[config.mk]
export PLATFORM = sky130hd
export DESIGN_NAME = npf_cell
export DESIGN_NICKNAME = d
export VERILOG_FILES = /design/src/npf_pkg.sv /design/src/npf_cell.sv
export SDC_FILE = /design/constraint.sdc
export NUM_CORES = 1
export LEC_CHECK = 0
export ABC_AREA = 1
export BUFFER_PORTS_ARGS = -buffer_cell sky130_fd_sc_hd__buf_2
export CORE_MARGIN = 2
export CORE_UTILIZATION = 40
export CTS_CLUSTER_SIZE = 30
export DETAILED_ROUTE_END_ITERATION = 10
export HOLD_SLACK_MARGIN = 0.06
export PLACE_DENSITY = 0.75
export SYNTH_ARGS = -nofsm -noshare
export SYNTH_HDL_FRONTEND = slang
export SYNTH_SLANG_ARGS = --single-unit
[constraint.sdc]
create_clock -name clk -period 0.8 [get_ports clk]
set_input_delay 0.04 -clock clk [delete_from_list [all_inputs] [get_ports clk]]
set_output_delay 0.04 -clock clk [all_outputs]
set_load 0.005 [all_outputs]
[src/npf_pkg.sv]
package npf_pkg;

	localparam int MAX_POINTS_DEF = 64;
	localparam int COORD_BITS_DEF = 16;
	localparam int MAX_RESULTS    = 63;
	localparam int THR_W          = 34;
	localparam int TYPE_W         = 8;
	localparam int ID_W           = 16;
	localparam int FIELD_W        = 16;
	localparam int NMATCH_W       = $clog2(MAX_RESULTS + 1);

	typedef struct packed {
		logic                      start_set;
		logic [TYPE_W-1:0]         point_type;
		logic [ID_W-1:0]           point_id;
		logic signed [FIELD_W-1:0] x_coord;
		logic signed [FIELD_W-1:0] y_coord;
	} point_t;

	typedef struct packed {
		logic [TYPE_W-1:0] key_type;
		logic [ID_W-1:0]   key_id;
		logic [TYPE_W-1:0] partner_type;
		logic [ID_W-1:0]   partner_id;
		logic              overflow;
		logic              last_pair;
	} pair_t;

	// token that travels down the distance pipeline beside the data
	typedef struct packed {
		logic              valid;
		logic              is_end;
		logic [TYPE_W-1:0] st_type;
		logic [ID_W-1:0]   st_id;
	} tag_t;

endpackage

[src/npf_cell.sv]
module npf_cell #(
	parameter int COORD_BITS = npf_pkg::COORD_BITS_DEF
) (
	input  logic                          clk,
	input  logic                          shift,
	input  logic signed [COORD_BITS-1:0]  d_x,
	input  logic signed [COORD_BITS-1:0]  d_y,
	input  logic [npf_pkg::TYPE_W-1:0]    d_type,
	input  logic [npf_pkg::ID_W-1:0]      d_id,
	output logic signed [COORD_BITS-1:0]  q_x,
	output logic signed [COORD_BITS-1:0]  q_y,
	output logic [npf_pkg::TYPE_W-1:0]    q_type,
	output logic [npf_pkg::ID_W-1:0]      q_id
);
	import npf_pkg::*;

	logic signed [COORD_BITS-1:0] x_q, y_q;
	logic [TYPE_W-1:0]            type_q;
	logic [ID_W-1:0]              id_q;

	always_ff @(posedge clk) begin
		if (shift) begin
			x_q    <= d_x;
			y_q    <= d_y;
			type_q <= d_type;
			id_q   <= d_id;
		end
	end

	assign q_x    = x_q;
	assign q_y    = y_q;
	assign q_type = type_q;
	assign q_id   = id_q;
endmodule

## Word level (Yosys, flattened, before mapping)

Cells that the tools add are included.

| word-level totals | value |
|---|---|
| register bits after elaboration | 56 |
| input port bits | 58 |
| logic and storage cells | 4 |

## Depth between registers and ports, before layout

Gate-level depths: netlist of run 1.

| depth | value |
|---|---|
| word-level depth | 0 |
| depth in mapped cells | 0 |

## Worst setup path before layout of run 1

Ideal clock, no wire load.

| timing path | value |
|---|---|
| path kind | reg2out |
| start | reg id_q[0], in the netlist q_id[0] |
| end | out q_id[0] (netlist name) |
| data arrival time | 0.355 ns |
| path slack | 0.405 ns |
| cell stages (with the launch flop) | 1 |
| path buffers | 0 |
| path through | edfxtp_1 |

RTL lines:

| what | RTL line | source |
|---|---|---|
| from (decl) | npf_cell.sv:19 | `logic [ID_W-1:0] id_q;` |
| from (signal assigned) | npf_cell.sv:26 | `id_q <= d_id;` |
| to (decl) | npf_cell.sv:13 | `output logic [npf_pkg::ID_W-1:0] q_id` |

No word-level cell between the ends.

## Final worst setup path of run 1

| timing path | value |
|---|---|
| start | reg id_q[15], in the netlist q_id[15] |
| end | out q_id[15] (netlist name) |

No word-level cell between the ends.

==> flow_summary.json, run 1 <==
{
  "areaGrowthSynthToFinish_pct": 78.1,
  "synth_warnings": 0,
  "place_congestion": 0.635,
  "clkPwrFrac_pct": 25.1,
  "critPathBufInv": 1,
  "drtIter0Drc": 85,
  "end_kind": "output port",
  "synth_top_area_share_pct": 100,
  "vias": 1209,
  "cts_max_path_buffers": 2,
  "p_int_mw": 4.51,
  "hold_class": "primary input to register",
  "cts-root-buf": "clkbuf_8",
  "relSlewSlack_pct": 90.6,
  "multiInputGateArea_sq_um": 0,
  "fp.dieW_um": 68.8,
  "fin_area_sq_mm": 0.00300,
  "grt_pass1_wl_um": 5750,
  "placed_area_sq_mm": 0.00236,
  "slowest_stage": "edfxtp_1",
  "ff_latch_area_sq_mm": 0.00168,
  "cts_buffers": 5,
  "synth_top_cell_by_area": "edfxtp_1",
  "initial_core_util_pct": 41.7,
  "status": "finished with violations",
  "syn_area_sq_mm": 0.00168,
  "report.final.slew_viol_count": 0,
  "drv_cap": 0,
  "grt_max_degree": 26,
  "wl_um": 4090,
  "min_period_ps": 881,
  "io_buffer_count": 113,
  "cts_tree": "built",
  "fillers": 277,
  "critPathMaxFanout": 1,
  "crit_required_ps": 760,
  "num-nets-final": 293,
  "slowest_delay_ps": 400,
  "path_cells": "buf_2",
  "drt_pass1_iterations": 4,
  "violations": "setup timing",
  "wire_per_inst_um": 14.4,
  "syn_area_per_cell_sq_um": 30.0,
  "track_usage_pct": 17.8,
  "p_leak_nw": 1.29,
  "cts.sinks": 56,
  "worst_setup_path_start_kind": "register",
  "vias_per_cell": 4.24,
  "final_cell_mix": "113 x buf_2, 56 x dlygate4sd3_1, 56 x edfxtp_1",
  "cpLargestDelayFamily": "flip-flops",
  "synth_nets": 114,
  "arrival_ps": 840,
  "dieHeight_um": 68.8,
  "finalWorstSetupSlack_ps": -80.8,
  "powerDensity_mw_per_mm2": 1880,
  "finalCritPeriodShare_pct": 110,
  "hold_viol": 0,
  "cts.clk_slew.worst_paths_ps": 90,
  "ys_types": 1,
  "timing.fmax_mhz": 1140,
  "synth_cells": 56,
  "pwr-share-seq_pct": 62.7,
  "nMultiInputCombCells": 0,
  "switching_share_pct": 19.9,
  "antennaDiodeCount": 0,
  "setup_viol": 56,
  "drc": 0,
  "rsz0062_at_grt": "true",
  "comb_power_share_pct": 12.3,
  "htree_num_levels": 2,
  "synth-seq-cells": 56,
  "p_switching_mw": 1.12,
  "grt-ovfl-total": 0,
  "mostFrequentLayoutCell": "buf_2",
  "rows": 23,
  "pre_cts_ws_ps": 94.3,
  "tightest_slew_ps": 141,
  "final_layout_size_suffix_gt1_share_pct": 51.9,
  "crit_type": "register to output port",
  "num_io_pins": 114,
  "postCtsSetupBuffers": 0,
  "synth_area_leaders": "edfxtp_1 100%",
  "ir_worst_vdd_v": 0.00142,
  "antenna_found_initial": 0,
  "ant_nets": 0,
  "die_area_sq_mm": 0.00474,
  "core_area_sq_mm": 0.00403,
  "ys_seq_area_share_pct": 100,
  "grt_pass1_vias": 1248
}
==> per-stage QoR <==
step	instances	util [%]	total power, mW	TNS [ps]	hold WS (ps)
6_report	285	74.3	5.64	-2130	203
5_1_grt	285	74.3	5.87	-4610	201
4_1_cts	285	74.3	5.64	-2520	196
3_5_place_dp	222	58.5	4.08	0	218
3_3_place_gp	222	58.5	4.05	0	217
2_1_floorplan	56	-	3.64	0	139
==> synthesized netlist by cell type <==
library cell	instances
edfxtp_1	56
==> power groups by stage <==
stage | clock [mW] | combinational, mW | sequential [mW]
6_report | 1.41 | 0.691 | 3.53
2_1_floorplan | 0 | 0 | 3.64
4_1_cts | 1.42 | 0.688 | 3.53
3_3_place_gp | 0 | 0.461 | 3.59
5_1_grt | 1.56 | 0.752 | 3.56
3_5_place_dp | 0 | 0.478 | 3.60
==> repair_timing <==
| action | in CTS | in global routing |
|---|---|---|
| hold buffers | 56 | 0 |
| resized for setup | 0 | 0 |
| endpoints found under the hold margin | 56 | 0 |
| endpoints found under the setup margin | 56 | 56 |
==> metal layers <==
metal | vias up | GRT usage (%) | part of all wire, %
li1 | 581 | - | -
met1 | 545 | 19.1 | 38
met2 | 76 | 32.5 | 51
met3 | 7 | 6.17 | 9.5
met4 | 0 | 5.88 | 1.3
met5 | - | 0 | 0
==> area by class of cell <==
type | instances | area share [%]
Sequential cell | 56 | 56.1
Timing Repair Buffer | 172 | 39.2
Clock buffer | 6 | 2.42
Tap cell | 50 | 2.09
Clock inverter | 1 | 0.167
==> sequential cells by signal (all words and copies together) (netlist names) <==
signal  cells
q_y        16
q_x        16
q_id       16
q_type      8
==> worst paths after layout <==
kind / start / endpoint / slack [ps] / cells past startpoint
hold / removal: shift / q_type[4]$_DFFE_PP_ / 200 / 2
setup / recovery: q_id[15]$_DFFE_PP_ / q_id[15] / -80 / 1
==> cell families (layout without fill, tap and decap cells) <==
group / count (synthesis) / in the layout / share of synthesized area [%]
DFF: 56 / 56 / 100
buffers and inverters: 0 / 179 / 0
Note: power is estimated with default switching activity, not from simulation.
==> run 2, diff against run 1 <==
Settings changed: CORE_MARGIN 2 to 5.
==> flow_summary.json, run 2 (synthesized netlist as in run 1, its figures left out) <==
{
  "num_io_pins": 114,
  "dp.cells": 221,
  "drt_pass1_iterations": 2,
  "crit_required_ps": 760,
  "antennaDiodeCount": 0,
  "finalNonFillerCells": 284,
  "cts.clk_slew.worst_paths_ps": 80,
  "slowest_delay_ps": 390,
  "fp.dieW_um": 74.8,
  "areaGrowthSynthToFinish_pct": 77.6,
  "violations": "setup timing",
  "status": "finished with violations",
  "cts-root-buf": "clkbuf_8",
  "setup_viol": 56,
  "arrival_ps": 830,
  "fin_util_pct": 74.1,
  "die_area_sq_mm": 0.00560,
  "cts_max_path_buffers": 2,
  "report.final.slew_viol_count": 0,
  "wl_um": 4450,
  "crit_type": "register to output port",
  "core_area_sq_mm": 0.00403,
  "cts.sinks": 56,
  "grt-ovfl-total": 0,
  "power_mw": 5.59,
  "htree_num_levels": 2,
  "ir_worst_vdd_v": 0.00146,
  "cts_tree": "built",
  "relSlewSlack_pct": 89.4,
  "drc": 0,
  "mostFrequentLayoutCell": "buf_2",
  "timing.fmax_mhz": 1150,
  "multiInputGateArea_sq_um": 0,
  "final_layout_size_suffix_gt1_share_pct": 51.3,
  "io_buffer_count": 113,
  "nMultiInputCombCells": 0,
  "wire_per_inst_um": 15.7,
  "critPathBufInv": 1,
  "track_usage_pct": 16.2,
  "num-nets-final": 292,
  "powerDensity_mw_per_mm2": 1870,
  "antenna_found_initial": 0,
  "finalCritPeriodShare_pct": 109,
  "dieHeight_um": 74.8,
  "whs_ps": 217,
  "p_leak_nw": 1.28,
  "finalWorstSetupSlack_ps": -71.1,
  "rsz0062_at_grt": "true",
  "initial_core_util_pct": 41.7,
  "finalSetupTns_ps": -2020,
  "min_period_ps": 871,
  "tightest_slew_ps": 159,
  "hold_class": "primary input to register",
  "drv_cap": 0,
  "drtIter0Drc": 46,
  "vias": 1225,
  "final_cell_mix": "113 x buf_2, 56 x dlygate4sd3_1, 56 x edfxtp_1",
  "grt_max_degree": 32,
  "hold_viol": 0,
  "worst_setup_path_start_kind": "register",
  "grt_pass1_wl_um": 6490,
  "path_cells": "buf_2",
  "end_kind": "output port",
  "slowest_stage": "edfxtp_1",
  "rows": 23,
  "critPathMaxFanout": 1,
  "grt_pass1_vias": 1363,
  "cts_buffers": 5,
  "vias_per_cell": 4.31,
  "place_congestion": 0.694,
  "cpLargestDelayFamily": "flip-flops",
  "ant_nets": 0
}
## run 2: routing by layer
layer	part of all wire, %	global-route usage [%]	wire length [um]
met3	12	7.21	555
met5	0	0	0
met4	0.94	4.15	42
met2	51	29.7	2270
met1	35	16.8	1580
## run 2: where the power goes
part	leakage [nW]	total, mW	internal, mW	switching, mW
Sequential	0.548	3.53	3.48	0.0541
Clock	0.0391	1.36	0.579	0.785
Combinational	0.697	0.693	0.435	0.258
## run 2: path summary, 6_finish.rpt
check | slack (ps) | startpoint | endpoint | depth (start not counted)
max | -70 | q_type[2]$_DFFE_PP_ | q_type[2] | 1
min | 220 | shift | q_id[2]$_DFFE_PP_ | 2
## run 2: final cells by class
| type | instances | area [sq um] |
|---|---|---|
| clock buffer | 5 | 68.8 |
| clock inverter | 2 | 7.51 |
| timing repair buffer | 171 | 1170 |
| tap | 50 | 62.6 |
| fill | 251 | 1040 |
| sequential | 56 | 1680 |
## run 2: repair_timing
action	CTS	global route
gates resized for setup	0	0
pin swaps	0	0
endpoints found under the setup margin	56	56
hold buffers	56	0
setup buffers	0	0
hold endpoints to repair	56	0
## run 2: metrics by stage
stage,instance area [sq um],setup WS [ps]
floorplan,1680,405
global placement,2350,108
detailed placement,2350,93.6
CTS,2990,-76.4
global route,2990,-126
finish,2990,-71.1
