<file path="src/npf_pkg.sv">
package npf_pkg;

	localparam int MAX_POINTS_DEF = 64;
	localparam int COORD_BITS_DEF = 16;
	localparam int MAX_RESULTS    = 63;
	localparam int THR_W          = 34;
	localparam int TYPE_W         = 8;
	localparam int ID_W           = 16;
	localparam int FIELD_W        = 16;
	localparam int NMATCH_W       = $clog2(MAX_RESULTS + 1);

	typedef struct packed {
		logic                      start_set;
		logic [TYPE_W-1:0]         point_type;
		logic [ID_W-1:0]           point_id;
		logic signed [FIELD_W-1:0] x_coord;
		logic signed [FIELD_W-1:0] y_coord;
	} point_t;

	typedef struct packed {
		logic [TYPE_W-1:0] key_type;
		logic [ID_W-1:0]   key_id;
		logic [TYPE_W-1:0] partner_type;
		logic [ID_W-1:0]   partner_id;
		logic              overflow;
		logic              last_pair;
	} pair_t;

	// token that travels down the distance pipeline beside the data
	typedef struct packed {
		logic              valid;
		logic              is_end;
		logic [TYPE_W-1:0] st_type;
		logic [ID_W-1:0]   st_id;
	} tag_t;

endpackage

</file>
<file path="src/npf_dist.sv">
module npf_dist #(
	parameter int COORD_BITS = npf_pkg::COORD_BITS_DEF
) (
	input  logic                          clk,
	input  logic                          arst_n,
	input  logic                          en,
	input  logic [npf_pkg::THR_W-1:0]     threshold,
	input  logic signed [COORD_BITS-1:0]  px,
	input  logic signed [COORD_BITS-1:0]  py,
	input  logic signed [COORD_BITS-1:0]  qx,
	input  logic signed [COORD_BITS-1:0]  qy,
	input  npf_pkg::tag_t                 tag_in,
	output npf_pkg::tag_t                 tag_out,
	output logic                          match
);
	import npf_pkg::*;

	localparam int DIFF_W = COORD_BITS + 1;
	localparam int SQ_W   = 2 * DIFF_W;
	localparam int SUM_W  = SQ_W + 1;
	localparam int CMP_W  = (SUM_W > THR_W) ? SUM_W : THR_W;

	logic signed [DIFF_W-1:0] dx, dy;
	logic [DIFF_W-1:0]        adx, ady;
	logic [DIFF_W-1:0]        adx_s1, ady_s1;
	logic [SQ_W-1:0]          sqx_s2, sqy_s2;
	logic [SUM_W-1:0]         sum;
	logic                     match_s3;
	tag_t                     tag_s1, tag_s2, tag_s3;

	assign dx  = DIFF_W'(px) - DIFF_W'(qx);
	assign dy  = DIFF_W'(py) - DIFF_W'(qy);
	assign adx = dx[DIFF_W-1] ? DIFF_W'(-dx) : DIFF_W'(dx);
	assign ady = dy[DIFF_W-1] ? DIFF_W'(-dy) : DIFF_W'(dy);
	assign sum = SUM_W'(sqx_s2) + SUM_W'(sqy_s2);

	always_ff @(posedge clk) begin
		if (en) begin
			adx_s1   <= adx;
			ady_s1   <= ady;
			sqx_s2   <= SQ_W'(adx_s1) * SQ_W'(adx_s1);
			sqy_s2   <= SQ_W'(ady_s1) * SQ_W'(ady_s1);
			match_s3 <= CMP_W'(sum) <= CMP_W'(threshold);
		end
	end

	always_ff @(posedge clk or negedge arst_n) begin
		if (!arst_n) begin
			tag_s1 <= '0;
			tag_s2 <= '0;
			tag_s3 <= '0;
		end else if (en) begin
			tag_s1 <= tag_in;
			tag_s2 <= tag_s1;
			tag_s3 <= tag_s2;
		end
	end

	assign tag_out = tag_s3;
	assign match   = match_s3;
endmodule

</file>
<file path="config.mk">
export PLATFORM = sky130hd
export DESIGN_NAME = npf_dist
export DESIGN_NICKNAME = d
export VERILOG_FILES = /design/src/npf_pkg.sv /design/src/npf_dist.sv
export SDC_FILE = /design/constraint.sdc
export NUM_CORES = 1
export LEC_CHECK = 0
export ABC_AREA = 0
export BUFFER_PORTS_ARGS = -buffer_cell sky130_fd_sc_hd__clkbuf_2
export CORE_ASPECT_RATIO = 0.9
export CORE_MARGIN = 2
export CORE_UTILIZATION = 45
export CTS_BUF_LIST = sky130_fd_sc_hd__clkbuf_8
export DETAILED_ROUTE_END_ITERATION = 10
export GPL_TIMING_DRIVEN = 0
export PLACE_DENSITY_LB_ADDON = 0.25
export SETUP_SLACK_MARGIN = 0.05
export SLEW_MARGIN = 15
export SYNTH_ARGS = -nofsm -noshare
export SYNTH_HDL_FRONTEND = slang
export SYNTH_SLANG_ARGS = --single-unit
export TNS_END_PERCENT = 100
</file>
<file path="constraint.sdc">
create_clock -name clk -period 6.6 [get_ports clk]
set_input_delay 0 -clock clk [delete_from_list [all_inputs] [get_ports clk]]
set_output_delay 0 -clock clk [all_outputs]
set_load 0.02 [all_outputs]
</file>
* Yosys cells after proc, flatten, opt, wreduce, memory -nomap -nowiden
Cells that the tools add are included.
** Word-level totals
- Flip-flop bits (word level) :: 181
- Input bits :: 127
- Output and inout port bits :: 27
** Operators by class
- $add $sub $neg :: 5
- Multiply operators :: 2
- Order comparisons :: 1
- Mux-type cells :: 2
** Operator list (number)
- $mul 17x17->34 :: 2
- $add 34x34->35 :: 1
- $le 35x34->1 :: 1
- $neg 17->17 :: 2
- $sub 16x16->17 :: 2
- $mux 16 :: 2

* Logic depth before layout (Yosys ltp)
Gate-level depths: netlist of run 1.
- Word-level depth :: 3
- Depth in mapped cells :: 25
- Mapped depth without buffers :: 24

* Worst setup path before layout of run 1
OpenSTA, ideal clock, no wires.
- Path kind :: register -> register
- From :: reg ady_s1[2]
- To :: reg sqy_s2[27] (data pin)
- Setup time :: 262 ps
- Arrival :: 5821 ps
- Data required time :: 6338 ps
- Slack :: 516 ps
- Stages on the path, launching flop included :: 24
- Buffers on the path :: 1
- Period minus slack after synthesis :: 6084 ps
- Cell sequence :: edfxtp_1 -> clkbuf_1 -> nand2_1 -> fa_1 -> inv_1 -> fa_1 -> inv_1 -> fa_1 -> inv_1 -> fa_1 -> fa_1 -> inv_1 -> fa_1 -> inv_1 -> ha_1 -> a21o_1 -> a41oi_1 -> o21ai_0 -> a221o_1 -> a211o_1 -> and2_1 -> o2111ai_1 -> a21oi_1 -> xor2_1
** Between the ends
- Longest elaborated chain between the ends :: 1
** Ends and longest elaborated chain
- from (decl) :: line npf_dist.sv:25 : logic [DIFF_W-1:0] adx_s1, ady_s1;
- from (signal assigned) :: line npf_dist.sv:40 : ady_s1 <= ady;
- $mul 17x17->34 :: line npf_dist.sv:42 : sqy_s2 <= SQ_W'(ady_s1) * SQ_W'(ady_s1);
- to (signal assigned) :: line npf_dist.sv:42
- to (decl) :: line npf_dist.sv:26 : logic [SQ_W-1:0] sqx_s2, sqy_s2;
Every way passes these cells.
A chain may end at the register's enable or synchronous reset.

* Final worst setup path of run 1
- From :: reg adx_s1[6]
- To :: reg sqx_s2[28] (data pin)
** Between the ends
- Longest elaborated chain between the ends :: 1
** Ends and longest elaborated chain
- from (decl) :: line npf_dist.sv:25
- from (signal assigned) :: line npf_dist.sv:39 : adx_s1 <= adx;
- $mul 17x17->34 :: line npf_dist.sv:41 : sqx_s2 <= SQ_W'(adx_s1) * SQ_W'(adx_s1);
- to (signal assigned) :: line npf_dist.sv:41
- to (decl) :: line npf_dist.sv:26
Every way passes these cells.

==> impl_metrics.yaml, run 1 <==
synthesis:
  yosys.cell_count.top_type: "inv_1"
  syn_area_per_cell_um2: 9.676
  async_flop_share_pct: 43.58
  synth_seq_cells: 179
  yosys_warnings: 0
  yosys.area_share.simple_pct: 10.45
  syn_area_mm2: 0.02672
  synth_top_family_by_area: "adder cells"
  synthAdderAreaFrac_pct: 43.78
  yosys-top-cells-area: "fa_1 (29%), ha_1 (15%), edfxtp_1 (11%), inv_1 (9.2%), dfrtp_1 (7.3%)"
  synth_compound_area_share_pct: 8.235
  synth_top_area_share_pct: 28.62
  yosys-top-cells-count: "inv_1 (657), fa_1 (382), ha_1 (324)"
  ys_seq_area_share_pct: 18.65
  synthXorXnorAreaFrac_pct: 5.375
  synthFlopType: "edfxtp_1"
  synth_edf_count: 101
  synthCells: 2762
  synthMuxAreaShare_pct: 3.413
  synth_cell_types: 63
  yosys.area.top_type: "fa_1"
  syn-num-nets: 3595
grt:
  grt_usage_pct: 20.33
  antenna_found_initial: 4
  grt_max_degree: 86
  grt_pass1_vias: 20590
  grt_pass1_wl_mm: 99.84
  grt-ovfl-total: 0
drt:
  via_count: 19540
  dr.pass1.iters: 7
  vias_per_cell: 5.130
  drt_iter0_markers: 1028
  wl_per_cell_um: 15.65
  postRouteAntennaNets: 0
  drc_errors: 0
  wl_mm: 59.60
sta:
  relSlewSlack_pct: 33.75
  rsz0062_at_grt: "true"
  fmax_ghz: 0.1578
  layout_min_cycle_time_ns: 6.338
  drv_slew: 0
  skew_ns: 0.02365
  fin_crit_sh_pct: 96.03
  setup_violations: 0
  hold_viol_final: 0
  fin_tns_setup_ns: 0
  tightest_slew_ns: 0.9833
  whs_ns: 0.05316
cells_and_area:
  antennaDiodeCount: 0
  area_growth_syn_to_layout_pct: 12.18
  multi_input_area_mm2: 0.01923
  seqCellArea_mm2: 0.004985
  nets: 3854
  final_cell_area_mm2: 0.02998
  n_fill_cell: 5369
  drive_gt1_share_pct: 13.84
clock_network:
  htree_num_levels: 4
  cts.sinks: 179
  clockBufferDepth: 2
  clkTransAtPathRegs_ns: 0.11
  clk_latency_ns: 0.57
  root_buffer: "clkbuf_8"
  cts_made_buffers: 17
  tritoncts: "done"
worst_setup_path:
  cp.arrival_ns: 6.66
  crit_fanout: 10
  worstPathRequired_ns: 6.93
  timing.rr.start: "adx_s1[6]"
  r2r_cells: 21
  startpoint_type: "flop"
  r2r-end: "sqx_s2[28]"
  critical_path_class: "flop to flop"
  cp-startpoint: "adx_s1[6]"
  endpoint: "sqx_s2[28]"
  r2r_setup_slack_ns: 0.26
  endpoint_kind: "flop"
floorplan:
  ios: 154
  start_util_pct: 45.65
  die-area_mm2: 0.06136
  die_w_um: 260.9
  rows: 84
  fp.dieH_um: 235.2
  core-area_mm2: 0.05854
place:
  gp_congestion: 0.8850
  io_buffers: 153
  placed_area_mm2: 0.02852
  dp_hpwl_mm: 48.85
worst_hold_path:
  hold_class: "primary input to flop"
  holdPathStages: 4
run_status:
  outcome: "completed"
job:
  cap_violations: 0
==> through the flow <==
stage                     cells  setup slack (ns)  util, %
after floorplan            2762            0.5164        -
after global placement     3689           -0.3619    48.61
after detailed placement   3691           -0.4725    48.73
after CTS                  3787           0.04988    50.55
after global routing       3808         -0.003262    51.21
final                      3808            0.2622    51.21
==> layer usage <==
layer	vias up	global-route usage [%]	wire, µm
li1	9260	-	-
met1	9796	27.97	27140
met2	419	32.38	27880
met3	53	5.093	3848
met4	8	4.364	664
met5	-	0	58
==> final cells by class <==
type | count | share of cell area, %
Sequential cell | 179 | 16.63
Clock buffer | 18 | 0.8264
Inverter | 657 | 8.239
Clock inverter | 14 | 0.5467
Multi-Input combinational cell | 1867 | 64.16
Timing Repair Buffer | 242 | 5.242
Buffer | 57 | 1.127
Tap cell | 774 | 3.230
==> cells by family (layout without fill, tap and decap cells) <==
kind of cell | after synthesis | after routing
AOI/OAI and AO/OA | 350 | 350
adders and majority gates | 706 | 706
buffers and inverters | 716 | 988
muxes | 81 | 81
DFF | 179 | 179
and+or+nand+nor | 566 | 566
xor gates and xnor gates | 164 | 164
==> cell usage in the layout, fill, tap and decap left out, drive strengths merged, types with 13 or more instances in the layout <==
master and count:
dfrtp 78, nand2b 16, o21a 18, a211oi 13
edfxtp 101, nor3 22, a21o 39, buf 77
inv 664, nand4 18, a31oi 13, ha 324
and2 113, clkbuf 206, nor2b 24, fa 382
xnor2 128, mux2 81, a21oi 122, o21ai 73
nand3 14, nand2 210, dlygate4sd3 34, nor2 90
o21bai 18, xor2 36
==> state kept, by name (all words and copies together), names as in the netlist <==
name / cells
tag_s1: 26
ady_s1: 17
sqx_s2: 33
match: 1
adx_s1: 17
sqy_s2: 33
tag_out: 26
tag_s2: 26
==> how the worst min path moves through the flow <==
stage	from	to	slack, ns
6_report	qy[1]	ady_s1[1]	0.05
5_1_grt	py[14]	ady_s1[16]	0.07
4_1_cts	py[14]	ady_s1[16]	0.01
3_5_place_dp	arst_n	tag_out[10]	-0.04
3_3_place_gp	tag_in[14]	tag_s1[14]	0.23
2_1_floorplan	arst_n	tag_out[0]	-0.30
==> timing repair <==
| action | CTS | global route |
|---|---|---|
| endpoints found under the hold margin | 124 | 0 |
| hold buffers | 35 | 0 |
| pin swaps | 1 | 12 |
| setup buffers | 31 | 21 |
| endpoints found under the setup margin | 22 | 19 |
| gates resized for setup | 45 | 98 |
==> critical path, stage by stage, from the launching register on <==
cell and delay, ns:
edfxtp_1 0.48, buf_4 0.23, and2_1 0.21, fa_1 0.53
inv_1 0.06, fa_1 0.49, inv_1 0.05, fa_1 0.47
fa_1 0.50, fa_1 0.49, inv_1 0.05, fa_1 0.48
inv_1 0.04, ha_1 0.32, and4_1 0.23, and4_2 0.30
and3_1 0.19, a221o_1 0.42, buf_4 0.18, and3_1 0.15
o21ai_0 0.14, a21oi_1 0.09
Power of run 1 is left out: the tool's default activity adds up to more than one toggle a clock period on the data nets, which glitch-free logic cannot reach.
==> inputs of run 2 (changes only) <==
--- a/config.mk
+++ b/config.mk
@@ -5,7 +5,7 @@
 export SDC_FILE = /design/constraint.sdc
 export NUM_CORES = 1
 export LEC_CHECK = 0
-export ABC_AREA = 0
+export ABC_AREA = 1
 export BUFFER_PORTS_ARGS = -buffer_cell sky130_fd_sc_hd__clkbuf_2
 export CORE_ASPECT_RATIO = 0.9
 export CORE_MARGIN = 2
==> constraint.sdc (replaced) <==
create_clock -name clk -period 8.2 [get_ports clk]
set_input_delay 0 -clock clk [delete_from_list [all_inputs] [get_ports clk]]
set_output_delay 0 -clock clk [all_outputs]
set_load 0.02 [all_outputs]
==> run 2 against run 1 <==
Against the previous run: sequential cell count stayed put; die area grew 5.9%; non-clock buffer count fell by 19; core utilization shrank 1.6 points; critical path type unchanged; first-iteration DRC count is 52% higher; hold slack gained 0.044 ns; sequential share of layout area fell by 0.55 points; worst setup slack improved by 0.92 ns; global-route usage is 1.3 points higher; clock-buffer cell count is the same.
==> impl_metrics.yaml, run 2 <==
floorplan:
  die-area_mm2: 0.06497
  core-area_mm2: 0.06248
  ios: 154
  start_util_pct: 45.33
  fp.dieH_um: 242.0
  die_w_um: 268.5
  rows: 87
synthesis:
  async_flop_share_pct: 43.58
  yosys_warnings: 0
  syn_area_per_cell_um2: 8.130
  yosys-top-cells-area: "fa_1 (27%), ha_1 (14%), inv_1 (12%), edfxtp_1 (11%), nand2_1 (9.5%)"
  synth_cell_types: 49
  ys_seq_area_share_pct: 17.60
  synth_edf_count: 101
  synth_seq_cells: 179
  yosys.area.top_type: "fa_1"
  syn-num-nets: 4317
  yosys-top-cells-count: "inv_1 (919), nand2_1 (717), fa_1 (382)"
  syn_area_mm2: 0.02832
  yosys.cell_count.top_type: "inv_1"
  synthCells: 3484
  synth_top_area_share_pct: 27.00
  synthFlopType: "edfxtp_1"
cells_and_area:
  area_growth_syn_to_layout_pct: 9.475
  fin_cells: 4552
  fin_util_pct: 49.63
  biggestRegsByFlops: "sqx_s2 x33, sqy_s2 x33"
  drive_gt1_share_pct: 7.232
  final_cell_mix: "inv_1 (919), nand2_1 (717), fa_1 (382)"
  nets: 4526
  mostFrequentLayoutCell: "inv_1"
clock_network:
  cts_setup_buffers: 0
  htree_num_levels: 4
  cts.sinks: 179
  clockBufferDepth: 2
  clk_latency_ns: 0.57
  cts_resized: 0
  tritoncts: "done"
  holdBufCountCts: 35
  cts_made_buffers: 17
  clkTransAtPathRegs_ns: 0.11
  root_buffer: "clkbuf_8"
worst_setup_path:
  slowest_delay_ns: 0.61
  startpoint_type: "flop"
  cp.arrival_ns: 7.33
  cp_cell_sequence: "clkbuf_1 -> clkbuf_1 -> nand2_1 -> fa_1 -> inv_1 -> ha_1 -> inv_1 -> fa_1 -> fa_1 -> inv_1 -> fa_1 -> inv_1 -> fa_1 -> inv_1 -> ha_1 -> nand2_1 -> nor2_1 -> nand4_1 -> o21ai_0 -> a21boi_0 -> o21bai_1 -> xor2_1"
  timing.rr.start: "adx_s1[4]"
  critical_path_class: "flop to flop"
  r2r-end: "sqx_s2[26]"
  r2r_setup_slack_ns: 1.18
  worstPathRequired_ns: 8.51
  endpoint_kind: "flop"
  r2r_cells: 22
  slowest_stage: "clkbuf_1"
  crit_fanout: 10
place:
  io_buffers: 153
  dp_hpwl_mm: 57.11
  gp_congestion: 0.9020
  dp_cells: 4484
drt:
  via_count: 22130
  postRouteAntennaNets: 0
  drc_errors: 0
  vias_per_cell: 4.861
  drt_iter0_markers: 1559
  dr.pass1.iters: 5
  wl_per_cell_um: 14.69
  wl_mm: 66.87
sta:
  tightest_slew_ns: 0.7665
  setup_violations: 0
  whs_ns: 0.09741
  drv_slew: 0
  fmax_ghz: 0.1425
  fin_tns_setup_ns: 0
  layout_min_cycle_time_ns: 7.016
  relSlewSlack_pct: 48.25
  rsz0062_at_grt: "false"
  skew_ns: 0.01794
  fin_crit_sh_pct: 85.56
  hold_viol_final: 0
job:
  cap_violations: 0
grt:
  grt_pass1_wl_mm: 110.7
  grt_pass1_vias: 21970
  antenna_found_initial: 5
  grt-ovfl-total: 0
  grt_usage_pct: 21.59
  grt_max_degree: 89
worst_hold_path:
  hold_class: "primary input to flop"
  whs_endpoint: "ady_s1[13]"
  holdPathStages: 6
  min-delay-start: "py[13]"
run_status:
  outcome: "completed"
run 2: cell type report:
cell class | count | area, µm²
multi-input combinational | 2294 | 19520
timing repair buffer | 190 | 1192
buffer | 90 | 362.8
fill | 6213 | 31470
antenna | 1 | 2.502
clock inverter | 14 | 183.9
tap | 845 | 1057
clock buffer | 18 | 247.7
inverter | 921 | 3457
sequential | 179 | 4985
run 2: worst max path at each step:
stage / start / to / slack [ns]
final: adx_s1[4] / sqx_s2[26] / 1.18
after global routing: adx_s1[4] / sqx_s2[26] / 0.85
after CTS: ady_s1[3] / sqy_s2[29] / 1.26
after detailed placement: ady_s1[3] / sqy_s2[29] / 1.30
after global placement: ady_s1[4] / sqy_s2[29] / 1.35
after floorplan: adx_s1[7] / sqx_s2[30] / 2.47
run 2: cells by family (layout without fill, tap and decap cells):
family	Yosys count	in the layout	synth area share (%)
adders and majority gates	706	706	41.31
other	0	1	0
and+or+nand+nor	1093	1093	15.74
DFF	179	179	17.60
AOI/OAI and AO/OA	331	331	6.511
buffers and inverters	1011	1233	13.49
xor gates and xnor gates	138	138	4.320
muxes	26	26	1.034
run 2: metrics by stage:
stage / area [µm²] / setup WS [ns]
floorplan: 28320 / 2.466
global placement: 30150 / 1.353
detailed placement: 30210 / 1.302
CTS: 31010 / 1.259
global route: 31010 / 0.8530
finish: 31010 / 1.184
run 2: per-layer routing:
metal	track usage, %	share of wire [%]
met5	0	0.063
met1	33.07	50
met4	3.693	0.95
met2	31.87	42
met3	4.229	7.2
run 2: worst max-delay path: cells and delay by family, from the launching register on:
kind	cells	cell delay (ns)
flops	1	0.49
buf+inv	7	1.41
xor+xnor	1	0.09
simple gates	4	0.53
fa+ha+maj	7	3.20
compound gates	3	1.05
Power of run 2 is left out for the same reason.
==> inputs of run 3 (changes only) <==
--- a/config.mk
+++ b/config.mk
@@ -13,9 +13,10 @@
 export CTS_BUF_LIST = sky130_fd_sc_hd__clkbuf_8
 export DETAILED_ROUTE_END_ITERATION = 10
 export GPL_TIMING_DRIVEN = 0
+export HOLD_SLACK_MARGIN = 0.08
 export PLACE_DENSITY_LB_ADDON = 0.25
 export SETUP_SLACK_MARGIN = 0.05
-export SLEW_MARGIN = 15
+export SLEW_MARGIN = 0
 export SYNTH_ARGS = -nofsm -noshare
 export SYNTH_HDL_FRONTEND = slang
 export SYNTH_SLANG_ARGS = --single-unit
==> constraint.sdc (replaced) <==
create_clock -name clk -period 8.2 [get_ports clk]
set_input_delay 0.82 -clock clk [delete_from_list [all_inputs] [get_ports clk]]
set_output_delay 0.82 -clock clk [all_outputs]
set_load 0.02 [all_outputs]
==> run 3 against run 2 <==
Against the previous run: first-iteration DRC count grew 15%; register-to-register slack about the same; non-clock buffer count is 35 lower; fmax fell by 0.20%; critical path depth did not move; sequential share of layout area increased by 0.20 points; critical endpoint unchanged; largest cell class unchanged.
==> impl_metrics.yaml, run 3 (synthesis results as in run 2) <==
run_status:
  outcome: "completed"
grt:
  grt_pass1_wl_mm: 109.2
  grt-ovfl-total: 0
  grt_usage_pct: 21.36
  antenna_found_initial: 4
  grt_max_degree: 106
  grt_pass1_vias: 21620
worst_setup_path:
  cp.buffers_inverters: 7
  timing.rr.start: "adx_s1[4]"
  startpoint_type: "flop"
  slowest_stage: "clkbuf_1"
  cp.arrival_ns: 7.36
  critical_path_class: "flop to flop"
  crit_fanout: 10
  r2r-end: "sqx_s2[26]"
  r2r_cells: 22
  worstPathRequired_ns: 8.53
  endpoint_kind: "flop"
  slowest_delay_ns: 0.59
  crit_family: "adder cells"
  cp_cell_sequence: "clkbuf_1 -> clkbuf_1 -> nand2_1 -> fa_1 -> inv_1 -> ha_1 -> inv_1 -> fa_1 -> fa_1 -> inv_1 -> fa_1 -> inv_1 -> fa_1 -> inv_1 -> ha_1 -> nand2_1 -> nor2_1 -> nand4_1 -> o21ai_0 -> a21boi_0 -> o21bai_1 -> xor2_1"
  r2r_setup_slack_ns: 1.17
cells_and_area:
  biggestRegsByFlops: "sqx_s2 x33, sqy_s2 x33"
  drive_gt1_share_pct: 7.273
  nets: 4491
  area_growth_syn_to_layout_pct: 8.137
  multi_input_area_mm2: 0.01952
  final_cell_mix: "inv_1 (919), nand2_1 (717), fa_1 (382)"
  n_fill_cell: 6249
  seqCellArea_mm2: 0.004985
  mostFrequentLayoutCell: "inv_1"
floorplan:
  rows: 87
  fp.dieH_um: 242.0
  core-area_mm2: 0.06248
  die-area_mm2: 0.06497
  start_util_pct: 45.33
  ios: 154
  die_w_um: 268.5
drt:
  drt_iter0_markers: 1788
  vias_per_cell: 4.864
  wl_mm: 66.67
  dr.pass1.iters: 5
  via_count: 21980
  wl_per_cell_um: 14.76
  drc_errors: 0
  postRouteAntennaNets: 0
place:
  io_buffers: 153
  dp_hpwl_mm: 56.89
  gp_congestion: 0.9020
clock_network:
  clkTransAtPathRegs_ns: 0.13
  cts_made_buffers: 17
  cts_setup_buffers: 0
  tritoncts: "done"
  holdBufCountCts: 0
  htree_num_levels: 4
  cts_resized: 0
  root_buffer: "clkbuf_8"
  clockBufferDepth: 2
  clk_latency_ns: 0.58
  cts.sinks: 179
sta:
  setup_violations: 0
  relSlewSlack_pct: 45.18
  tightest_slew_ns: 0.8120
  fin_crit_sh_pct: 85.73
  hold_viol_final: 0
  drv_slew: 0
  fmax_ghz: 0.1422
  skew_ns: 0.02320
  rsz0062_at_grt: "false"
  layout_min_cycle_time_ns: 7.030
  fin_tns_setup_ns: 0
job:
  cap_violations: 0
worst_hold_path:
  hold_class: "primary input to async pin"
-- run 3: per-layer routing --
metal	part of all wire, %	track usage [%]
met3	8.1	4.411
met5	0.042	0
met1	49	32.96
met4	0.98	3.856
met2	42	30.98
-- run 3: worst register-to-register path, cell delays in order (launching register included) --
cell	delay, ns
edfxtp_1	0.50
clkbuf_1	0.53
clkbuf_1	0.59
nand2_1	0.17
fa_1	0.57
inv_1	0.07
ha_1	0.27
inv_1	0.05
fa_1	0.50
fa_1	0.56
inv_1	0.05
fa_1	0.47
inv_1	0.05
fa_1	0.48
inv_1	0.04
ha_1	0.34
nand2_1	0.10
nor2_1	0.17
nand4_1	0.10
o21ai_0	0.44
a21boi_0	0.38
o21bai_1	0.26
xor2_1	0.09
-- run 3: metrics by stage --
stage / instance area (µm²) / instances / utilization [%] / setup slack (ns) / hold WS (ns)
after detailed placement: 30210 / 4484 / 48.36 / 1.287 / 0.4690
after global routing: 30620 / 4516 / 49.01 / 0.8810 / 0.1858
after CTS: 30620 / 4516 / 49.01 / 1.261 / 0.1369
after global placement: 30150 / 4482 / 48.25 / 1.353 / 0.4610
final: 30630 / 4518 / 49.02 / 1.170 / 0.1836
after floorplan: 28320 / 3484 / - / 2.466 / 0.4244
-- run 3: worst max-delay path by stage --
stage	from	to	slack, ns	cells after the start
final	adx_s1[4]	sqx_s2[26]	1.17	22
after global routing	adx_s1[4]	sqx_s2[26]	0.88	22
after CTS	ady_s1[3]	sqy_s2[29]	1.26	18
after detailed placement	ady_s1[3]	sqy_s2[29]	1.29	18
after global placement	ady_s1[4]	sqy_s2[29]	1.35	18
after floorplan	adx_s1[7]	sqx_s2[30]	2.47	24
-- run 3: cell type report --
type	instances	share of cell area, %
plain buffers	90	1.185
diodes	2	0.01634
clock buffers	17	0.7639
inverters	921	11.29
repair buffers	155	2.717
flip-flops and latches	179	16.27
well taps	845	3.452
multi-input cells	2294	63.73
clock inverters	15	0.5760
Power of run 3 is left out for the same reason.
